===== config.mk =====
export PLATFORM = sky130hd
export DESIGN_NAME = color_tag_markup_parser
export DESIGN_NICKNAME = d
export VERILOG_FILES = /design/src/rtl/ctp_pkg.sv /design/src/rtl/ctp_front.sv /design/src/rtl/ctp_queue.sv /design/src/rtl/ctp_back.sv /design/src/rtl/color_tag_markup_parser.sv
export SDC_FILE = /design/constraint.sdc
export NUM_CORES = 1
export LEC_CHECK = 0
export BUFFER_PORTS_ARGS = -buffer_cell sky130_fd_sc_hd__buf_4
export CORE_MARGIN = 2
export CORE_UTILIZATION = 40
export CTS_CLUSTER_SIZE = 10
export DETAILED_ROUTE_END_ITERATION = 8
export SLEW_MARGIN = 20
export SYNTH_ARGS = -nofsm -noshare
export SYNTH_HDL_FRONTEND = slang
export SYNTH_SLANG_ARGS = --single-unit
export TNS_END_PERCENT = 100

===== constraint.sdc =====
create_clock -name clk -period 11.1 [get_ports clk]
set_input_delay 1.11 -clock clk [delete_from_list [all_inputs] [get_ports clk]]
set_output_delay 1.11 -clock clk [all_outputs]
set_load 0.02 [all_outputs]

===== src/rtl/ctp_pkg.sv =====
`timescale 1ns / 1ps

package ctp_pkg;

  // Field widths of the result item and of one code unit on the input.
  localparam int COLOR_W = 16;
  localparam int CHAR_W  = 16;

  // Default code unit width inside the block.
  localparam int CHAR_BITS_DEF = 16;

  // Default depth of the queue between the front and the back part.
  localparam int QUEUE_DEPTH_DEF = 4;

  // Characters that the parser reacts to.
  localparam logic [CHAR_W-1:0] CH_LT  = 16'h003C;
  localparam logic [CHAR_W-1:0] CH_GT  = 16'h003E;
  localparam logic [CHAR_W-1:0] CH_BSL = 16'h005C;

  // Reset value of both color registers ('X').
  localparam logic [COLOR_W-1:0] COLOR_RESET = 16'h0058;

  // Configuration port: two registers at byte addresses 0 and 4.
  localparam int CFG_ADDR_W = 3;
  localparam int CFG_DATA_W = 32;
  localparam logic REG_BG = 1'b0;
  localparam logic REG_FG = 1'b1;

  // Layout of a queued item: class flags in the low bits, code unit above.
  localparam int FLAG_LT   = 0;
  localparam int FLAG_GT   = 1;
  localparam int FLAG_BSL  = 2;
  localparam int FLAG_LAST = 3;
  localparam int FLAG_W    = 4;

  // Register write as seen by the parser.
  typedef struct packed {
    logic               bg_we;
    logic               fg_we;
    logic [COLOR_W-1:0] data;
  } cfg_wr_t;

endpackage


===== src/rtl/ctp_front.sv =====
`timescale 1ns / 1ps

module ctp_front import ctp_pkg::*; #(
  parameter int CHAR_BITS = CHAR_BITS_DEF
) (
  input  logic                           in_valid,
  input  logic [CHAR_W-1:0]              in_text_char,
  input  logic                           in_end_of_text,
  output logic                           push_valid,
  output logic [FLAG_W+CHAR_W-1:0]       push_data_full
);

  localparam int CW = (CHAR_BITS < CHAR_W) ? CHAR_BITS : CHAR_W;

  logic [CW-1:0] ch;

  // The code unit is cut to the width the parser works at.
  assign ch = in_text_char[CW-1:0];

  // Classify the item once here, so the back part only looks at flags.
  always_comb begin
    push_data_full = '0;
    push_data_full[FLAG_W +: CW]  = ch;
    push_data_full[FLAG_LT]       = (ch == CW'(CH_LT));
    push_data_full[FLAG_GT]       = (ch == CW'(CH_GT));
    push_data_full[FLAG_BSL]      = (ch == CW'(CH_BSL));
    push_data_full[FLAG_LAST]     = in_end_of_text;
  end

  assign push_valid = in_valid;

endmodule


===== src/rtl/ctp_queue.sv =====
`timescale 1ns / 1ps

module ctp_queue #(
  parameter int WIDTH = 8,
  parameter int DEPTH = 4
) (
  input  logic             clk,
  input  logic             rst_n,
  input  logic             push_valid,
  input  logic [WIDTH-1:0] push_data,
  output logic             push_ready,
  output logic             pop_valid,
  output logic [WIDTH-1:0] pop_data,
  input  logic             pop
);

  localparam int PW    = (DEPTH > 1) ? $clog2(DEPTH) : 1;
  localparam int CNT_W = $clog2(DEPTH + 1);

  logic [WIDTH-1:0] slot_r [DEPTH];
  logic [PW-1:0]    wr_ptr_r, wr_ptr_nxt;
  logic [PW-1:0]    rd_ptr_r, rd_ptr_nxt;
  logic [CNT_W-1:0] count_r, count_nxt;
  logic             push_fire;
  logic             pop_fire;

  assign push_ready = (count_r != CNT_W'(DEPTH));
  assign pop_valid  = (count_r != '0);
  assign pop_data   = slot_r[rd_ptr_r];
  assign push_fire  = push_valid && push_ready;
  assign pop_fire   = pop && pop_valid;

  // Pointers wrap at the depth, which need not be a power of two.
  always_comb begin
    wr_ptr_nxt = wr_ptr_r;
    rd_ptr_nxt = rd_ptr_r;
    if (push_fire) begin
      wr_ptr_nxt = (wr_ptr_r == PW'(DEPTH - 1)) ? '0 : wr_ptr_r + PW'(1);
    end
    if (pop_fire) begin
      rd_ptr_nxt = (rd_ptr_r == PW'(DEPTH - 1)) ? '0 : rd_ptr_r + PW'(1);
    end
    count_nxt = count_r + CNT_W'(push_fire) - CNT_W'(pop_fire);
  end

  always_ff @(posedge clk) begin
    if (push_fire) begin
      slot_r[wr_ptr_r] <= push_data;
    end
    if (!rst_n) begin
      wr_ptr_r <= '0;
      rd_ptr_r <= '0;
      count_r  <= '0;
    end else begin
      wr_ptr_r <= wr_ptr_nxt;
      rd_ptr_r <= rd_ptr_nxt;
      count_r  <= count_nxt;
    end
  end

endmodule


===== src/rtl/ctp_back.sv =====
`timescale 1ns / 1ps

module ctp_back import ctp_pkg::*; #(
  parameter int CHAR_BITS = CHAR_BITS_DEF
) (
  input  logic                   clk,
  input  logic                   rst_n,
  // Classified items from the queue
  input  logic                   q_valid,
  input  logic [FLAG_W+((CHAR_BITS < CHAR_W) ? CHAR_BITS : CHAR_W)-1:0] q_data,
  output logic                   q_pop,
  // Color registers
  input  cfg_wr_t                cfg_wr,
  input  logic [COLOR_W-1:0]     init_bg,
  input  logic [COLOR_W-1:0]     init_fg,
  // Result channel
  output logic                   out_valid,
  input  logic                   out_stall,
  output logic [COLOR_W-1:0]     out_back_color,
  output logic [COLOR_W-1:0]     out_fore_color,
  output logic [CHAR_W-1:0]      out_glyph,
  output logic                   out_glyph_present,
  output logic                   out_last_of_text
);

  localparam int CW = (CHAR_BITS < CHAR_W) ? CHAR_BITS : CHAR_W;

  typedef enum logic [2:0] {
    OP_NONE,
    OP_SET,   // color tag: load colors, drop four units
    OP_ESC,   // escaped tag opener: send '<' on the backslash's colors
    OP_REL,   // send the held backslash before the next character
    OP_EMIT,  // send the head character, or hold it if it is a backslash
    OP_END    // end of string: release the held backslash or send a bare end
  } op_t;

  // Window of pending units
  logic [CW-1:0]      w_ch_r [4];
  logic [CW-1:0]      w_ch_nxt [4];
  logic [3:0]         w_lt_r, w_lt_nxt;
  logic [3:0]         w_gt_r, w_gt_nxt;
  logic [3:0]         w_bsl_r, w_bsl_nxt;
  logic [2:0]         fill_r, fill_nxt;
  logic               drain_r, drain_nxt;

  // Parser state
  logic [COLOR_W-1:0] cur_bg_r, cur_bg_nxt;
  logic [COLOR_W-1:0] cur_fg_r, cur_fg_nxt;
  logic               prev_valid_r, prev_valid_nxt;
  logic               prev_bsl_r, prev_bsl_nxt;
  logic [COLOR_W-1:0] held_bg_r, held_bg_nxt;
  logic [COLOR_W-1:0] held_fg_r, held_fg_nxt;
  logic               held_valid_r, held_valid_nxt;

  // Output register
  logic               out_valid_r, out_valid_nxt;
  logic [COLOR_W-1:0] out_bg_r, out_bg_nxt;
  logic [COLOR_W-1:0] out_fg_r, out_fg_nxt;
  logic [CHAR_W-1:0]  out_glyph_r, out_glyph_nxt;
  logic               out_present_r, out_present_nxt;
  logic               out_last_r, out_last_nxt;

  // Window as seen this cycle, with the incoming item appended
  logic [CW-1:0]      v_ch [4];
  logic [3:0]         v_lt, v_gt, v_bsl;
  logic [2:0]         vfill;

  logic               out_ready;
  logic               take;
  logic               q_last;
  logic               full4;
  logic               tag_shape;
  logic               escape;
  logic               needs_put;
  logic               final_res;
  logic               go;
  logic               end_step;
  logic               idle;
  op_t                op;

  assign out_ready = !out_valid_r || !out_stall;
  assign take      = q_valid && !drain_r && (fill_r != 3'd4);
  assign q_pop     = take;
  assign q_last    = q_data[FLAG_LAST];
  assign vfill     = fill_r + 3'(take);
  assign idle      = !prev_valid_r && (fill_r == 3'd0) && !held_valid_r;

  // Append the incoming item behind the stored units.
  always_comb begin
    for (int i = 0; i < 4; i++) begin
      if (take && (fill_r == 3'(i))) begin
        v_ch[i]  = q_data[FLAG_W +: CW];
        v_lt[i]  = q_data[FLAG_LT];
        v_gt[i]  = q_data[FLAG_GT];
        v_bsl[i] = q_data[FLAG_BSL];
      end else begin
        v_ch[i]  = w_ch_r[i];
        v_lt[i]  = w_lt_r[i];
        v_gt[i]  = w_gt_r[i];
        v_bsl[i] = w_bsl_r[i];
      end
    end
  end

  // Decide what the head of the window does this cycle.
  assign full4     = (vfill == 3'd4);
  assign tag_shape = full4 && v_lt[0] && v_gt[3];
  assign escape    = tag_shape && prev_valid_r && prev_bsl_r;

  always_comb begin
    priority if (full4) begin
      if (tag_shape) begin
        op = escape ? OP_ESC : OP_SET;
      end else begin
        op = held_valid_r ? OP_REL : OP_EMIT;
      end
    end else if (drain_r) begin
      if (vfill == 3'd0) begin
        op = OP_END;
      end else begin
        op = held_valid_r ? OP_REL : OP_EMIT;
      end
    end else begin
      op = OP_NONE;
    end
  end

  always_comb begin
    unique case (op)
      OP_ESC, OP_REL, OP_END: needs_put = 1'b1;
      OP_EMIT:                needs_put = !v_bsl[0];
      OP_NONE, OP_SET:        needs_put = 1'b0;
      default:                needs_put = 1'b0;
    endcase
  end

  // The last result of a string is either the end release or the last
  // plain character left in the window while draining.
  assign final_res = (op == OP_END) ||
                     ((op == OP_EMIT) && drain_r && (vfill == 3'd1) && !v_bsl[0]);
  assign go        = (op != OP_NONE) && (!needs_put || out_ready);
  assign end_step  = go && final_res;

  // Next state of the window, the parser and the output register.
  always_comb begin
    w_ch_nxt        = v_ch;
    w_lt_nxt        = v_lt;
    w_gt_nxt        = v_gt;
    w_bsl_nxt       = v_bsl;
    fill_nxt        = vfill;
    drain_nxt       = drain_r;
    cur_bg_nxt      = cur_bg_r;
    cur_fg_nxt      = cur_fg_r;
    prev_valid_nxt  = prev_valid_r;
    prev_bsl_nxt    = prev_bsl_r;
    held_bg_nxt     = held_bg_r;
    held_fg_nxt     = held_fg_r;
    held_valid_nxt  = held_valid_r;

    out_valid_nxt   = out_valid_r && out_stall;
    out_bg_nxt      = out_bg_r;
    out_fg_nxt      = out_fg_r;
    out_glyph_nxt   = out_glyph_r;
    out_present_nxt = out_present_r;
    out_last_nxt    = out_last_r;

    if (go) begin
      unique case (op)
        OP_SET: begin
          cur_bg_nxt     = COLOR_W'(v_ch[1]);
          cur_fg_nxt     = COLOR_W'(v_ch[2]);
          fill_nxt       = 3'd0;
          prev_valid_nxt = 1'b1;
          prev_bsl_nxt   = v_bsl[3];
        end
        OP_ESC: begin
          out_bg_nxt      = held_valid_r ? held_bg_r : cur_bg_r;
          out_fg_nxt      = held_valid_r ? held_fg_r : cur_fg_r;
          out_glyph_nxt   = CH_LT;
          out_present_nxt = 1'b1;
          held_valid_nxt  = 1'b0;
        end
        OP_REL: begin
          out_bg_nxt      = held_bg_r;
          out_fg_nxt      = held_fg_r;
          out_glyph_nxt   = CH_BSL;
          out_present_nxt = 1'b1;
          held_valid_nxt  = 1'b0;
        end
        OP_EMIT: begin
          if (v_bsl[0]) begin
            held_bg_nxt    = cur_bg_r;
            held_fg_nxt    = cur_fg_r;
            held_valid_nxt = 1'b1;
          end else begin
            out_bg_nxt      = cur_bg_r;
            out_fg_nxt      = cur_fg_r;
            out_glyph_nxt   = CHAR_W'(v_ch[0]);
            out_present_nxt = 1'b1;
          end
        end
        OP_END: begin
          out_bg_nxt      = held_valid_r ? held_bg_r : cur_bg_r;
          out_fg_nxt      = held_valid_r ? held_fg_r : cur_fg_r;
          out_glyph_nxt   = held_valid_r ? CH_BSL : '0;
          out_present_nxt = held_valid_r;
          held_valid_nxt  = 1'b0;
        end
        OP_NONE: begin
        end
        default: begin
        end
      endcase

      // Single-unit consume: shift the window down by one.
      if ((op == OP_ESC) || (op == OP_EMIT)) begin
        for (int i = 0; i < 3; i++) begin
          w_ch_nxt[i] = v_ch[i+1];
        end
        w_lt_nxt       = {v_lt[3], v_lt[3:1]};
        w_gt_nxt       = {v_gt[3], v_gt[3:1]};
        w_bsl_nxt      = {v_bsl[3], v_bsl[3:1]};
        fill_nxt       = vfill - 3'd1;
        prev_valid_nxt = 1'b1;
        prev_bsl_nxt   = v_bsl[0];
      end

      if (needs_put) begin
        out_valid_nxt = 1'b1;
        out_last_nxt  = final_res;
      end
    end

    // A finished string puts the colors back and forgets the last unit.
    if (end_step) begin
      cur_bg_nxt     = init_bg;
      cur_fg_nxt     = init_fg;
      prev_valid_nxt = 1'b0;
      drain_nxt      = 1'b0;
    end

    if (take && q_last) begin
      drain_nxt = 1'b1;
    end

    // Between strings a register write also sets the live color.
    if (idle) begin
      if (cfg_wr.bg_we) begin
        cur_bg_nxt = cfg_wr.data;
      end
      if (cfg_wr.fg_we) begin
        cur_fg_nxt = cfg_wr.data;
      end
    end
  end

  always_ff @(posedge clk) begin
    w_ch_r        <= w_ch_nxt;
    w_lt_r        <= w_lt_nxt;
    w_gt_r        <= w_gt_nxt;
    w_bsl_r       <= w_bsl_nxt;
    held_bg_r     <= held_bg_nxt;
    held_fg_r     <= held_fg_nxt;
    out_bg_r      <= out_bg_nxt;
    out_fg_r      <= out_fg_nxt;
    out_glyph_r   <= out_glyph_nxt;
    out_present_r <= out_present_nxt;
    out_last_r    <= out_last_nxt;
    if (!rst_n) begin
      fill_r       <= 3'd0;
      drain_r      <= 1'b0;
      cur_bg_r     <= COLOR_RESET;
      cur_fg_r     <= COLOR_RESET;
      prev_valid_r <= 1'b0;
      prev_bsl_r   <= 1'b0;
      held_valid_r <= 1'b0;
      out_valid_r  <= 1'b0;
    end else begin
      fill_r       <= fill_nxt;
      drain_r      <= drain_nxt;
      cur_bg_r     <= cur_bg_nxt;
      cur_fg_r     <= cur_fg_nxt;
      prev_valid_r <= prev_valid_nxt;
      prev_bsl_r   <= prev_bsl_nxt;
      held_valid_r <= held_valid_nxt;
      out_valid_r  <= out_valid_nxt;
    end
  end

  assign out_valid         = out_valid_r;
  assign out_back_color    = out_bg_r;
  assign out_fore_color    = out_fg_r;
  assign out_glyph         = out_glyph_r;
  assign out_glyph_present = out_present_r;
  assign out_last_of_text  = out_last_r;

endmodule


===== src/rtl/color_tag_markup_parser.sv =====
`timescale 1ns / 1ps

// Color tag parser: takes one text code unit per item and returns
// (background, foreground, glyph) results, one per cycle at most. A plain
// character is passed on when the result side keeps up, and a complete tag
// is consumed without a result; a backslash is held back and released ahead
// of the character that follows it. The end of a string flushes the final
// item and up to three units still pending in the window, plus the held
// backslash. Each of those four units may first have to release a held
// backslash, and the end marker or the held backslash may need a result of
// its own, and no new string starts in the cycle that delivers the last
// result. The single output register passes one result per cycle while the
// receiver does not stall it; a small queue in front of the parser lets
// input flow continue while the parser flushes or releases. Color registers
// sit at byte addresses 0 and 4; writing one between strings also changes
// the colors in force right away. Reset clears all control state at once,
// no clearing pass is needed.

module color_tag_markup_parser import ctp_pkg::*; #(
  parameter int CHAR_BITS   = CHAR_BITS_DEF,
  parameter int QUEUE_DEPTH = QUEUE_DEPTH_DEF
) (
  input  logic                  clk,
  input  logic                  rst_n,
  // Input channel
  input  logic                  in_valid,
  output logic                  in_stall,
  input  logic [CHAR_W-1:0]     in_text_char,
  input  logic                  in_end_of_text,
  // Result channel
  output logic                  out_valid,
  input  logic                  out_stall,
  output logic [COLOR_W-1:0]    out_back_color,
  output logic [COLOR_W-1:0]    out_fore_color,
  output logic [CHAR_W-1:0]     out_glyph,
  output logic                  out_glyph_present,
  output logic                  out_last_of_text,
  // Configuration port
  input  logic                  psel,
  input  logic                  penable,
  input  logic                  pwrite,
  input  logic [CFG_ADDR_W-1:0] paddr,
  input  logic [CFG_DATA_W-1:0] pwdata,
  output logic [CFG_DATA_W-1:0] prdata,
  output logic                  pready
);

  localparam int CW     = (CHAR_BITS < CHAR_W) ? CHAR_BITS : CHAR_W;
  localparam int ITEM_W = FLAG_W + CW;

  logic [COLOR_W-1:0]       init_bg_r, init_bg_nxt;
  logic [COLOR_W-1:0]       init_fg_r, init_fg_nxt;
  logic                     cfg_write;
  logic                     reg_sel;
  cfg_wr_t                  cfg_wr;

  logic                     push_valid;
  logic [FLAG_W+CHAR_W-1:0] push_data_full;
  logic                     push_ready;
  logic                     pop_valid;
  logic [ITEM_W-1:0]        pop_data;
  logic                     pop;

  // Register file for the two start colors.
  assign pready    = 1'b1;
  assign cfg_write = psel && penable && pwrite && pready;
  assign reg_sel   = paddr[CFG_ADDR_W-1];

  always_comb begin
    cfg_wr.bg_we = cfg_write && (reg_sel == REG_BG);
    cfg_wr.fg_we = cfg_write && (reg_sel == REG_FG);
    cfg_wr.data  = pwdata[COLOR_W-1:0];
    init_bg_nxt  = cfg_wr.bg_we ? cfg_wr.data : init_bg_r;
    init_fg_nxt  = cfg_wr.fg_we ? cfg_wr.data : init_fg_r;
  end

  always_comb begin
    unique case (reg_sel)
      REG_BG:  prdata = CFG_DATA_W'(init_bg_r);
      REG_FG:  prdata = CFG_DATA_W'(init_fg_r);
      default: prdata = '0;
    endcase
  end

  always_ff @(posedge clk) begin
    if (!rst_n) begin
      init_bg_r <= COLOR_RESET;
      init_fg_r <= COLOR_RESET;
    end else begin
      init_bg_r <= init_bg_nxt;
      init_fg_r <= init_fg_nxt;
    end
  end

  // Front part: classify each item on its way into the queue.
  ctp_front #(
    .CHAR_BITS (CHAR_BITS)
  ) u_front (
    .in_valid       (in_valid),
    .in_text_char   (in_text_char),
    .in_end_of_text (in_end_of_text),
    .push_valid     (push_valid),
    .push_data_full (push_data_full)
  );

  assign in_stall = !push_ready;

  ctp_queue #(
    .WIDTH (ITEM_W),
    .DEPTH (QUEUE_DEPTH)
  ) u_queue (
    .clk        (clk),
    .rst_n      (rst_n),
    .push_valid (push_valid),
    .push_data  (push_data_full[ITEM_W-1:0]),
    .push_ready (push_ready),
    .pop_valid  (pop_valid),
    .pop_data   (pop_data),
    .pop        (pop)
  );

  // Back part: window, tag decisions and the result register.
  ctp_back #(
    .CHAR_BITS (CHAR_BITS)
  ) u_back (
    .clk               (clk),
    .rst_n             (rst_n),
    .q_valid           (pop_valid),
    .q_data            (pop_data),
    .q_pop             (pop),
    .cfg_wr            (cfg_wr),
    .init_bg           (init_bg_r),
    .init_fg           (init_fg_r),
    .out_valid         (out_valid),
    .out_stall         (out_stall),
    .out_back_color    (out_back_color),
    .out_fore_color    (out_fore_color),
    .out_glyph         (out_glyph),
    .out_glyph_present (out_glyph_present),
    .out_last_of_text  (out_last_of_text)
  );

endmodule


* After elaboration in Yosys (flattened, before gate mapping)
Memory sizes are Yosys's and may differ from the RTL's. A register that Yosys moved wholly into a read port is not among the register bits. Index checks and enable logic that the tools add are counted.
Operators by class: equality and inequality tests 19, reductions and logical operators 58, add/subtract/negate cells 6, muxes and demuxes 72, bitwise logic cells 2
Operators with widths (count):
- $mux W16 | 19
- $mux W48 | 2
- $pmux W16 S3 | 2
- $pmux W16 S4 | 1
- $pmux W32 S2 | 1
- $mux W3 | 14
- $eq A16 B6 Y1 const B | 2
- $logic_and A1 B1 Y1 | 25
- $mux W1 | 24
- $eq A16 B7 Y1 const B | 1
- $reduce_and A3 Y1 | 5
- $eq A3 B2 Y1 const B | 4
- $reduce_bool A3 Y1 | 4
- $mux W2 | 5
- $eq A3 B1 Y1 const B | 3
- $eq A3 B3 Y1 const B | 3
- $logic_not A1 Y1 | 8
- $mux W7 | 1
- $add A3 B1 Y3 | 2
- $logic_not A3 Y1 | 2
- $ne A3 B3 Y1 const B | 2
- $reduce_bool A2 Y1 | 3
- $reduce_or A2 Y1 | 3
- $add A2 B1 Y2 const B | 2
- other kinds (12) | 19
Word-level totals: word-level logic and storage cells 185, input bits 59, output and inout bits 85, bits in registers 237, RAM bits 80, memories kept 1
Memories:
- u_queue.slot_r | words 4, bits a word 20, read ports 1, clocked after Yosys merged registers in 1, write ports 1, line ctp_queue.sv:20 | logic [WIDTH-1:0] slot_r [DEPTH];

* Depth between registers and ports, before layout
Gate-level depths: netlist (run 1).
word-level depth 22, gate-level depth with buffers 17, depth with buffers taken out 14

* Modules after synthesis
From an unflattened synthesis (run 1), not the netlist that was laid out.
Unflattened totals: cell total of the unflattened synthesis 1134, area total of the unflattened synthesis 13649.3 um2
Modules (own cells, without submodules):
- ctp_back | sequential area each 4724.5 um2, area each 8470.6 um2, instances 1, cells each 788
- ctp_queue | sequential area each 2582.5 um2, area each 3359.5 um2, instances 1, cells each 156
- color_tag_markup_parser | sequential area each 640.6 um2, area each 1596.5 um2, instances 1, cells each 162
- ctp_front | sequential area each 0.0 um2, area each 222.7 um2, instances 1, cells each 28

* Worst setup path after synthesis (run 1)
No wires, ideal clock.
path type flip-flop to flip-flop, start point register u_queue.count_r[1], end point register u_back.out_bg_r[0] (netlist: u_back.out_back_color[0]) (enable), slack 5.710 ns, period minus slack after synthesis 5.390 ns, cell stages (with the launch flop) 15, arrival 4.929 ns, required time 10.639 ns, setup time 0.461 ns, path buffers 1, cell sequence dfxtp_1 nor3_2 a211oi_1 ha_1 ha_1 inv_1 ha_1 ha_1 clkbuf_1 inv_1 nor2_1 and3_1 nor2_1 o221a_2 nor3_1
Between the ends: cells in the longest elaborated chain, start to end 19, elaborated cells between the ends (all ways) 35, those cells by class 1 x add/sub; 6 x eq/ne; 9 x mux; 19 x reduce/logical
RTL lines:
- start: declaration | line ctp_queue.sv:23 | logic [CNT_W-1:0] count_r, count_nxt;
- start signal: assignment | line ctp_queue.sv:57 | count_r <= count_nxt;
- $reduce_bool A3 Y1 * | line ctp_queue.sv:28 | assign pop_valid = (count_r != '0);
- $logic_and A1 B1 Y1 * (2 in series) | line ctp_back.sv:82 | assign take = q_valid && !drain_r && (fill_r != 3'd4);
- $add A3 B1 Y3 or $logic_and A1 B1 Y1 (tied branches) | line ctp_back.sv:85, ctp_back.sv:91
- $eq A3 B3 Y1 or $mux W1 (tied branches) | line ctp_back.sv:106, ctp_back.sv:91
- $logic_and A1 B1 Y1 (2 in series) | line ctp_back.sv:107 | assign tag_shape = full4 && v_lt[0] && v_gt[3];
- $logic_and A1 B1 Y1 (2 in series) | line ctp_back.sv:108 | assign escape = tag_shape && prev_valid_r && prev_bsl_r;
- $mux W2 | line ctp_back.sv:113 | op = escape ? OP_ESC : OP_SET;
- $mux W3 | line ctp_back.sv:112 | if (tag_shape) begin
- $mux W3 | line ctp_back.sv:111 | priority if (full4) begin
- $eq A3 B2 Y1 or $eq A3 B3 Y1 (tied branches) | line ctp_back.sv:129, ctp_back.sv:168
- $reduce_or A3 Y1 (no line)
- $pmux W1 S2 | line ctp_back.sv:129 | unique case (op)
- $logic_not A1 Y1 | line ctp_back.sv:141 | assign go = (op != OP_NONE) && (!needs_put || out_ready);
- $logic_or A1 B1 Y1 | line ctp_back.sv:141
- $logic_and A1 B1 Y1 | line ctp_back.sv:141
- $reduce_and A3 Y1 (no line) *
- end signal: assignment | line ctp_back.sv:264 | out_bg_r <= out_bg_nxt;
- end: declaration | line ctp_back.sv:57 | logic [COLOR_W-1:0] out_bg_r, out_bg_nxt;
Every way passes the cells marked *; elsewhere a longest branch is shown, timed or not. A chain may end at the register's enable or synchronous reset.

* Worst setup path after layout (run 1)
start point register u_queue.count_r[1], end point register u_back.w_bsl_r[1]
Between the ends: cells in the longest elaborated chain, start to end 19, elaborated cells between the ends (all ways) 38, those cells by class 1 x add/sub; 5 x eq/ne; 13 x mux; 19 x reduce/logical
RTL lines:
- $reduce_bool A3 Y1 * | line ctp_queue.sv:28
- $logic_and A1 B1 Y1 * (2 in series) | line ctp_back.sv:82
- $add A3 B1 Y3 or $logic_and A1 B1 Y1 (tied branches) | line ctp_back.sv:85, ctp_back.sv:91
- $eq A3 B3 Y1 or $mux W1 (tied branches) | line ctp_back.sv:106, ctp_back.sv:91
- $logic_and A1 B1 Y1 (2 in series) | line ctp_back.sv:107
- $logic_and A1 B1 Y1 (2 in series) | line ctp_back.sv:108
- $mux W2 | line ctp_back.sv:113
- $mux W3 | line ctp_back.sv:112
- $mux W3 | line ctp_back.sv:111
- $eq A3 B2 Y1, or another cell as far along | line ctp_back.sv:129
- $reduce_or A3 Y1 (no line)
- $pmux W1 S2 | line ctp_back.sv:129
- $logic_not A1 Y1 | line ctp_back.sv:141
- $logic_or A1 B1 Y1 | line ctp_back.sv:141
- $logic_and A1 B1 Y1 | line ctp_back.sv:141
- $mux W3 * | line ctp_back.sv:167 | if (go) begin
- via u_back.w_bsl_nxt[1] | line ctp_back.sv:42 | logic [3:0] w_bsl_r, w_bsl_nxt;
- end signal: assignment | line ctp_back.sv:261 | w_bsl_r <= w_bsl_nxt;
- end: declaration | line ctp_back.sv:42
The timed path passes the listed nets; every way through them passes the cells marked *.

==> results of run 1 <==
## cell type report
cell class	count	area share
clock buffers	63	0.0691
multi-input cells	653	0.309
well taps	442	0.0359
repair buffers	125	0.0609
flip-flops and latches	316	0.515
inverters	23	0.00560
clock inverters	5	0.00438
## cells by family (layout without fill, tap and decap cells)
family	Yosys count	after routing	share of synthesized area
fa+ha+maj	14	14	0.0139
mux	130	130	0.126
xor+xnor	3	3	0.00200
flops	316	316	0.606
buf+inv	108	216	0.0388
compound gates	227	227	0.120
simple gates	262	262	0.0931
other cells	2	17	0.000572
## final timing paths
| kind | to | slack, ns | depth (start not counted) |
|---|---|---|---|
| hold reg to reg | u_back.held_fg_r[13] | 0.46 | 0 |
| hold / removal | u_back.held_fg_r[13] | 0.46 | 0 |
| setup reg to reg | u_back.w_bsl_r[1] | 5.89 | 15 |
| setup / recovery | u_back.w_bsl_r[1] | 5.89 | 15 |
## cells in the mapped netlist, types with 3 or more instances
cell type,number
a21oi_1,71
o21ai_0,33
buf_2,13
mux2_1,9
nor2b_1,3
buf_1,12
dfxtp_1,154
a211oi_1,8
nor4b_1,3
ha_1,13
o21a_1,19
o211ai_1,7
a221oi_1,6
buf_4,17
mux4_2,20
clkbuf_1,39
and2_1,9
a22oi_1,28
buf_6,3
mux2_2,56
inv_1,23
mux2i_1,43
edfxtp_1,162
nand3_1,9
nor3_1,8
and3_1,37
nand2_1,118
nor2_1,60
a221o_1,36
## metrics by stage
step | std cells | power [mW] | hold WS [ns] | worst slack, ns | area, sq um
3_3_place_gp | 1559 | 3.35 | 0.441 | 5.95 | 14300
5_1_grt | 1627 | 4.76 | 0.472 | 5.51 | 15400
3_5_place_dp | 1559 | 3.38 | 0.446 | 5.88 | 14300
4_1_cts | 1627 | 4.52 | 0.461 | 5.86 | 15400
2_1_floorplan | 1077 | 2.95 | 0.425 | 5.71 | 13200
6_report | 1627 | 4.49 | 0.465 | 5.89 | 15400
## flip-flops by register name (all words and copies together) (netlist names), 2 cells and up, named ones only
signal,flops
u_back.w_bsl_r,4
u_back.cur_fg_r,16
init_fg_r,16
u_back.out_glyph,16
init_bg_r,16
u_queue.slot_r,80
u_back.w_lt_r,4
u_queue.wr_ptr_r,2
u_back.out_fore_color,16
u_back.cur_bg_r,16
u_back.held_bg_r,16
u_back.out_back_color,16
u_back.fill_r,3
u_queue.count_r,3
u_back.held_fg_r,16
u_back.w_ch_r,64
u_queue.rd_ptr_r,2
## power groups by stage
stage	clock, mW	sequential, mW	combinational, mW
detailed placement	0	1.71	1.67
global placement	0	1.71	1.64
floorplan	0	1.69	1.26
global route	1.20	1.72	1.83
CTS	1.16	1.69	1.67
finish	1.13	1.69	1.67
## routing by layer
metal,vias to the layer above,GRT usage
met5,-,0
met4,0,0.0584
li1,4109,-
met1,4260,0.257
met3,55,0.0289
met2,310,0.295
==> metrics.txt, run 1 <==
wire length on met3=1820 um; highest-delay cell along the critical path=a311oi_4; antenna fix cells=0; static leakage=5.93 nW; reg-to-reg startpoint=u_queue.count_r[1]; most used cells in the layout excluding fill and tap cells=edfxtp_1 (162), dfxtp_1 (154), buf_4 (125), nand2_1 (118), a21oi_1 (71); Residual DRC=0; cell chosen for the clock root=clkbuf_16; clock buffers created by TritonCTS=38; ratio of cells with drive above 1 in the final layout=0.224; maximum fanout along the worst path=77; share of the core filled with cells=0.475; Yosys warning count=0; beginning of the worst hold path=u_back.cur_fg_r[13]; standard-cell rows=66; kind of cell with the highest combined delay on the critical path=compound AO/OA/AOI/OAI gates; Arrival @ worst endpoint=5.66 ns; routed wire length=31600 um; buffers inserted by post-CTS timing repair=0; cell-by-cell listing of the critical path=nor3_2 -> a211oi_1 -> ha_1 -> ha_1 -> inv_1 -> ha_1 -> ha_1 -> inv_1 -> nor2_1 -> and3_1 -> a311oi_4 -> a21o_2 -> buf_4 -> mux2i_4 -> a221o_1; via density per instance=5.37; number of buffers added on ports=108; pin count of the biggest net entering global routing=78; uppermost layer routed=met4; ANT nets after route=0; number of enable flip-flop cells after synthesis=162; routability-driven placement congestion ratio=0.829; final worst clock skew=0.0193 ns; Chip Height=185 um; sum of buffers and inverters on the critical path=3; initial detailed-routing violation count=776; # clock sinks=316; cell type with the largest total area after synthesis=edfxtp_1; delay of the slowest critical-path stage=0.87 ns; post-synthesis instance total=1062; clock share of power=0.252; HPWL reported at the end of detailed placement=20500 um; startpoint kind of the worst setup timing path=flop; area of the mapped netlist=0.0131 sq mm; top cells by area, synth=edfxtp_1 (37%), dfxtp_1 (23%), mux2_2 (4.8%); Net Sw Power=1.57 mW; number of global-route vias before repair=8376; type of destination of the critical path=flop; Layout Area Growth over Synthesis=17.5%; initial core utilization=0.404; worst-case headroom to the max-slew limit=0.261; sequential group share of total power=0.377; wire length on met2=14500 um; Slew Limit Fails=0; post-route minimum period=5.21 ns; wire length of the first global-routing pass=48600 um; Post-CTS Hold Fix Bufs=0; Setup-failing EPs final=0; number of buffers on the longest clock path=3; count of distinct cell types in the synthesized netlist=64; Final period util=0.469; status=completed; async set-or-reset flop fraction in the synthesized netlist=0; final hold vios=0; Pwr Density=291 mW/mm^2; class of the tightest hold or removal check=flop to flop; most frequent CP cell=ha_1; worst IR drop on VDD=0.000135 V; actual transition at the worst max-transition pin=1.09 ns; post-synthesis sequential element count=316; fmax=192 MHz; Gate power share=0.372; share of the yosys chip area belonging to registers=0.606; clk_lat worst skew=0.53 ns; placeable core area=0.0325 sq mm; TritonCTS clock tree=yes; Setup TNS Final=0 ns; start-to-end type of the worst setup path=flop to flop; Switching Fraction=0.350; wire length the detailed router placed on met1=14400 um; Wirelength per Cell=19.4 um; mean instance size in the synthesized netlist=12.4 sq um; Die Outline Area=0.0343 sq mm; total global-route track usage=0.185; total grt overflow=0; Detailed Routing Iterations Pass 1=8; sequential cell area in the final layout=0.00795 sq mm; clock slew at reported path FFs=0.05 ns; post-cts sizing count=0; most frequent standard cell in the layout excluding fill and tap cells=edfxtp_1; most instantiated flip-flop cell in the synthesis netlist=edfxtp_1; Fillers=2939; horizontal die dimension=185 um; Boundary Pins=144; cell-internal power=2.92 mW; beginning of the critical path=u_queue.count_r[1]; number of antenna violations at the first check in global routing=0; setup repair after global routing missed its margin=false; DR vias=8734; combined area of the multi-input logic cells=0.00476 sq mm; final layout net count=1230; count of max-cap constraint violations=0; data required time at the worst endpoint=11.56 ns; top cell type's share of synthesized area=0.371; maximum level of the CTS H-tree=2
Power figures use the tool's default switching activity.
==> inputs of run 2 (changes only) <==
- ABC_AREA: default -> 1
- clock period: 11.1 -> 4.9 ns (I/O delays scaled with it)
==> metrics.txt, run 2 <==
number of flip-flops under the largest register name=80 (unchanged); beginning of the critical path=u_queue.count_r[1] (unchanged); top cell type's share of synthesized area=0.349 (was 0.371); status=completed (unchanged); post-cts sizing count=0 (unchanged); static leakage=6.26 nW (was 5.93 nW); via density per instance=5.15 (was 5.37); Slew Limit Fails=0 (unchanged); Setup-failing EPs final=0 (unchanged); area of the mapped netlist=0.0139 sq mm (was 0.0131 sq mm); maximum level of the CTS H-tree=2 (unchanged); startpoint kind of the worst setup timing path=flop (unchanged); Wirelength per Cell=17.3 um (was 19.4 um); standard-cell rows=68 (was 66); ratio of cells with drive above 1 in the final layout=0.136 (was 0.224); setup repair after global routing missed its margin=false (unchanged); Fillers=3308 (was 2939); number of buffers on the longest clock path=3 (unchanged); Pwr Density=618 mW/mm^2 (was 291 mW/mm^2); Chip Height=191 um (was 185 um); reg-to-reg startpoint=u_queue.count_r[1] (unchanged); total global-route track usage=0.195 (was 0.185); final layout net count=1666 (was 1230); mean instance size in the synthesized netlist=9.28 sq um (was 12.4 sq um); number of buffers added on ports=108 (unchanged); post-route minimum period=4.22 ns (was 5.21 ns); initial detailed-routing violation count=870 (was 776); count of distinct cell types in the synthesized netlist=45 (was 64); buffers inserted by post-CTS timing repair=0 (unchanged); horizontal die dimension=191 um (was 185 um); async set-or-reset flop fraction in the synthesized netlist=0 (unchanged); most frequent standard cell in the layout excluding fill and tap cells=nand2_1 (was edfxtp_1); r2r endpoint=u_back.cur_bg_r[7] (was u_back.w_bsl_r[1]); antenna fix cells=0 (unchanged); share of the yosys chip area belonging to registers=0.570 (was 0.606); Setup TNS Final=0 ns (unchanged); count of placed standard cells in the final layout, fillers left out=2075 (was 1627); ANT nets after route=0 (unchanged); worst IR drop on VDD=0.000283 V (was 0.000135 V); worst-case headroom to the max-slew limit=0.374 (was 0.261); number of antenna violations at the first check in global routing=0 (unchanged); Reg with most FFs=u_queue.slot_r (unchanged); start-to-end type of the worst setup path=flop to flop (unchanged); class of the tightest hold or removal check=primary input to flop (was flop to flop); Worst Reg-to-Reg Cells=21 (was 15); final worst clock skew=0.0108 ns (was 0.0193 ns); Die Outline Area=0.0364 sq mm (was 0.0343 sq mm); cell type with the largest total area after synthesis=edfxtp_1 (unchanged); beginning of the worst hold path=in_end_of_text (was u_back.cur_fg_r[13]); most used cells in the layout excluding fill and tap cells=nand2_1 (297), o21ai_0 (185), edfxtp_1 (162), dfxtp_1 (153), inv_1 (147) (was edfxtp_1 (162), dfxtp_1 (154), buf_4 (125), nand2_1 (118), a21oi_1 (71)); fmax=237 MHz (was 192 MHz); clock buffers created by TritonCTS=37 (was 38); post-synthesis sequential element count=316 (unchanged); # clock sinks=316 (unchanged); clk_lat worst skew=0.52 ns (was 0.53 ns); pin count of the biggest net entering global routing=67 (was 78); type of destination of the critical path=flop (unchanged); top cells by area, synth=edfxtp_1 (35%), dfxtp_1 (22%), nand2_1 (8.0%) (was edfxtp_1 (37%), dfxtp_1 (23%), mux2_2 (4.8%)); number of global-route vias before repair=10100 (was 8376); initial core utilization=0.405 (was 0.404); Yosys warning count=0 (unchanged); maximum fanout along the worst path=21 (was 77); number of enable flip-flop cells after synthesis=162 (unchanged); Detailed Routing Iterations Pass 1=5 (was 8); Post-CTS Hold Fix Bufs=0 (unchanged); cell chosen for the clock root=clkbuf_16 (unchanged); actual transition at the worst max-transition pin=0.929 ns (was 1.09 ns); routability-driven placement congestion ratio=0.847 (was 0.829); flop-to-flop setup slack=0.68 ns (was 5.89 ns); clock slew at reported path FFs=0.05 ns (about the same); DR vias=10700 (was 8734); count of max-cap constraint violations=0 (unchanged); Arrival @ worst endpoint=4.66 ns (was 5.66 ns); instance count along the most critical hold path=1 (was 0); total grt overflow=0 (unchanged); dominant cell by count in the synthesized netlist=nand2_1 (was edfxtp_1); TritonCTS clock tree=yes (unchanged); most instantiated flip-flop cell in the synthesis netlist=edfxtp_1 (unchanged); post-placement cell count=2009 (was 1559); wire length of the first global-routing pass=55300 um (was 48600 um); HPWL reported at the end of detailed placement=24200 um (was 20500 um); Boundary Pins=144 (unchanged); final hold vios=0 (unchanged); post-synthesis instance total=1504 (was 1062); endpoint of the worst hold-timing path=u_queue.slot_r[1][3] (was u_back.held_fg_r[13]); Layout Area Growth over Synthesis=16.3% (was 17.5%); routed wire length=35800 um (was 31600 um); largest registers=u_queue.slot_r x80, u_back.w_ch_r x64 (unchanged); Final period util=0.861 (was 0.469); placeable core area=0.0345 sq mm (was 0.0325 sq mm); data required time at the worst endpoint=5.34 ns (was 11.56 ns); Residual DRC=0 (unchanged); top cells by instance count after synthesis=nand2_1 (297), o21ai_0 (185), edfxtp_1 (162) (was edfxtp_1 (162), dfxtp_1 (154), nand2_1 (118))
[run 2: cell types whose count changed after synthesis, moves of 51 or more]
cell,previous run,this run
mux2_2,56,0
nand2_1,118,297
o21ai_0,33,185
nor2_1,60,122
inv_1,23,147
o211ai_1,7,58
[run 2: power breakdown]
| group | total, mW | switching (mW) | internal, mW | leakage [nW] |
|---|---|---|---|---|
| Combinational | 3.66 | 2.52 | 1.15 | 2.99 |
| Sequential | 3.89 | 0.262 | 3.63 | 2.77 |
| Clock | 2.47 | 1.04 | 1.42 | 0.506 |
| Total | 10.0 | 3.82 | 6.20 | 6.26 |
[run 2: area by class of cell]
cell class	instances	area (sq um)	area share
Sequential cell	316	7950	0.490
Tap cell	455	569	0.0351
Inverter	150	563	0.0347
Clock buffer	63	1020	0.0631
Multi-Input combinational cell	946	4990	0.308
Timing Repair Buffer	142	1090	0.0673
Clock inverter	3	37.5	0.00231
[run 2: cell families after synthesis]
logic type,count (synthesis),share of synthesized area
other cells,2,0.000538
fa+ha+maj,14,0.0131
compound gates,356,0.150
xor+xnor,2,0.00126
mux,34,0.0244
flops,316,0.570
simple gates,523,0.162
buf+inv,257,0.0787
[run 2: worst max path at each step]
stage                                    end  cells after the start  slack [ns]
floorplan           u_back.out_back_color[0]                     19        1.13
global placement         u_back.cur_fg_r[13]                     21        0.83
detailed placement        u_back.cur_bg_r[0]                     21        0.73
CTS                       u_back.cur_bg_r[0]                     21        0.70
global route              u_back.cur_bg_r[8]                     21        0.31
finish                    u_back.cur_bg_r[7]                     21        0.68
[run 2: through the flow]
step                worst slack [ns]  power (mW)  instance area (sq um)   util  hold WS (ns)
floorplan                       1.13        6.37                  14000      -         0.431
global placement               0.827        7.52                  15200  0.440         0.441
finish                         0.683        10.0                  16200  0.471         0.175
detailed placement             0.735        7.61                  15200  0.440         0.446
global route                   0.314        10.7                  16200  0.471         0.156
CTS                            0.705        10.1                  16200  0.471         0.154
[run 2: worst max-delay path, cell delays in order (launching register included)]
cell	delay, ns
dfxtp_1	0.34
nor2_1	0.15
nand2_1	0.12
nand2_2	0.22
a31oi_1	0.07
ha_1	0.21
ha_1	0.29
inv_1	0.06
ha_1	0.22
ha_1	0.22
nor2_1	0.15
nor2_1	0.05
nor2_1	0.12
nand3b_2	0.26
nand3_2	0.17
nand3_2	0.13
buf_4	0.29
nand3_2	0.42
buf_4	0.35
nand2_1	0.07
nand3_1	0.06
a21oi_1	0.16
[run 2: per-layer routing]
metal / vias up / track usage / part of all wire
met5: - / 0 / 0
met4: 0 / 0.0778 / 0.038
met3: 73 / 0.0315 / 0.056
met2: 285 / 0.309 / 0.45
met1: 5054 / 0.267 / 0.45
li1: 5268 / - / -
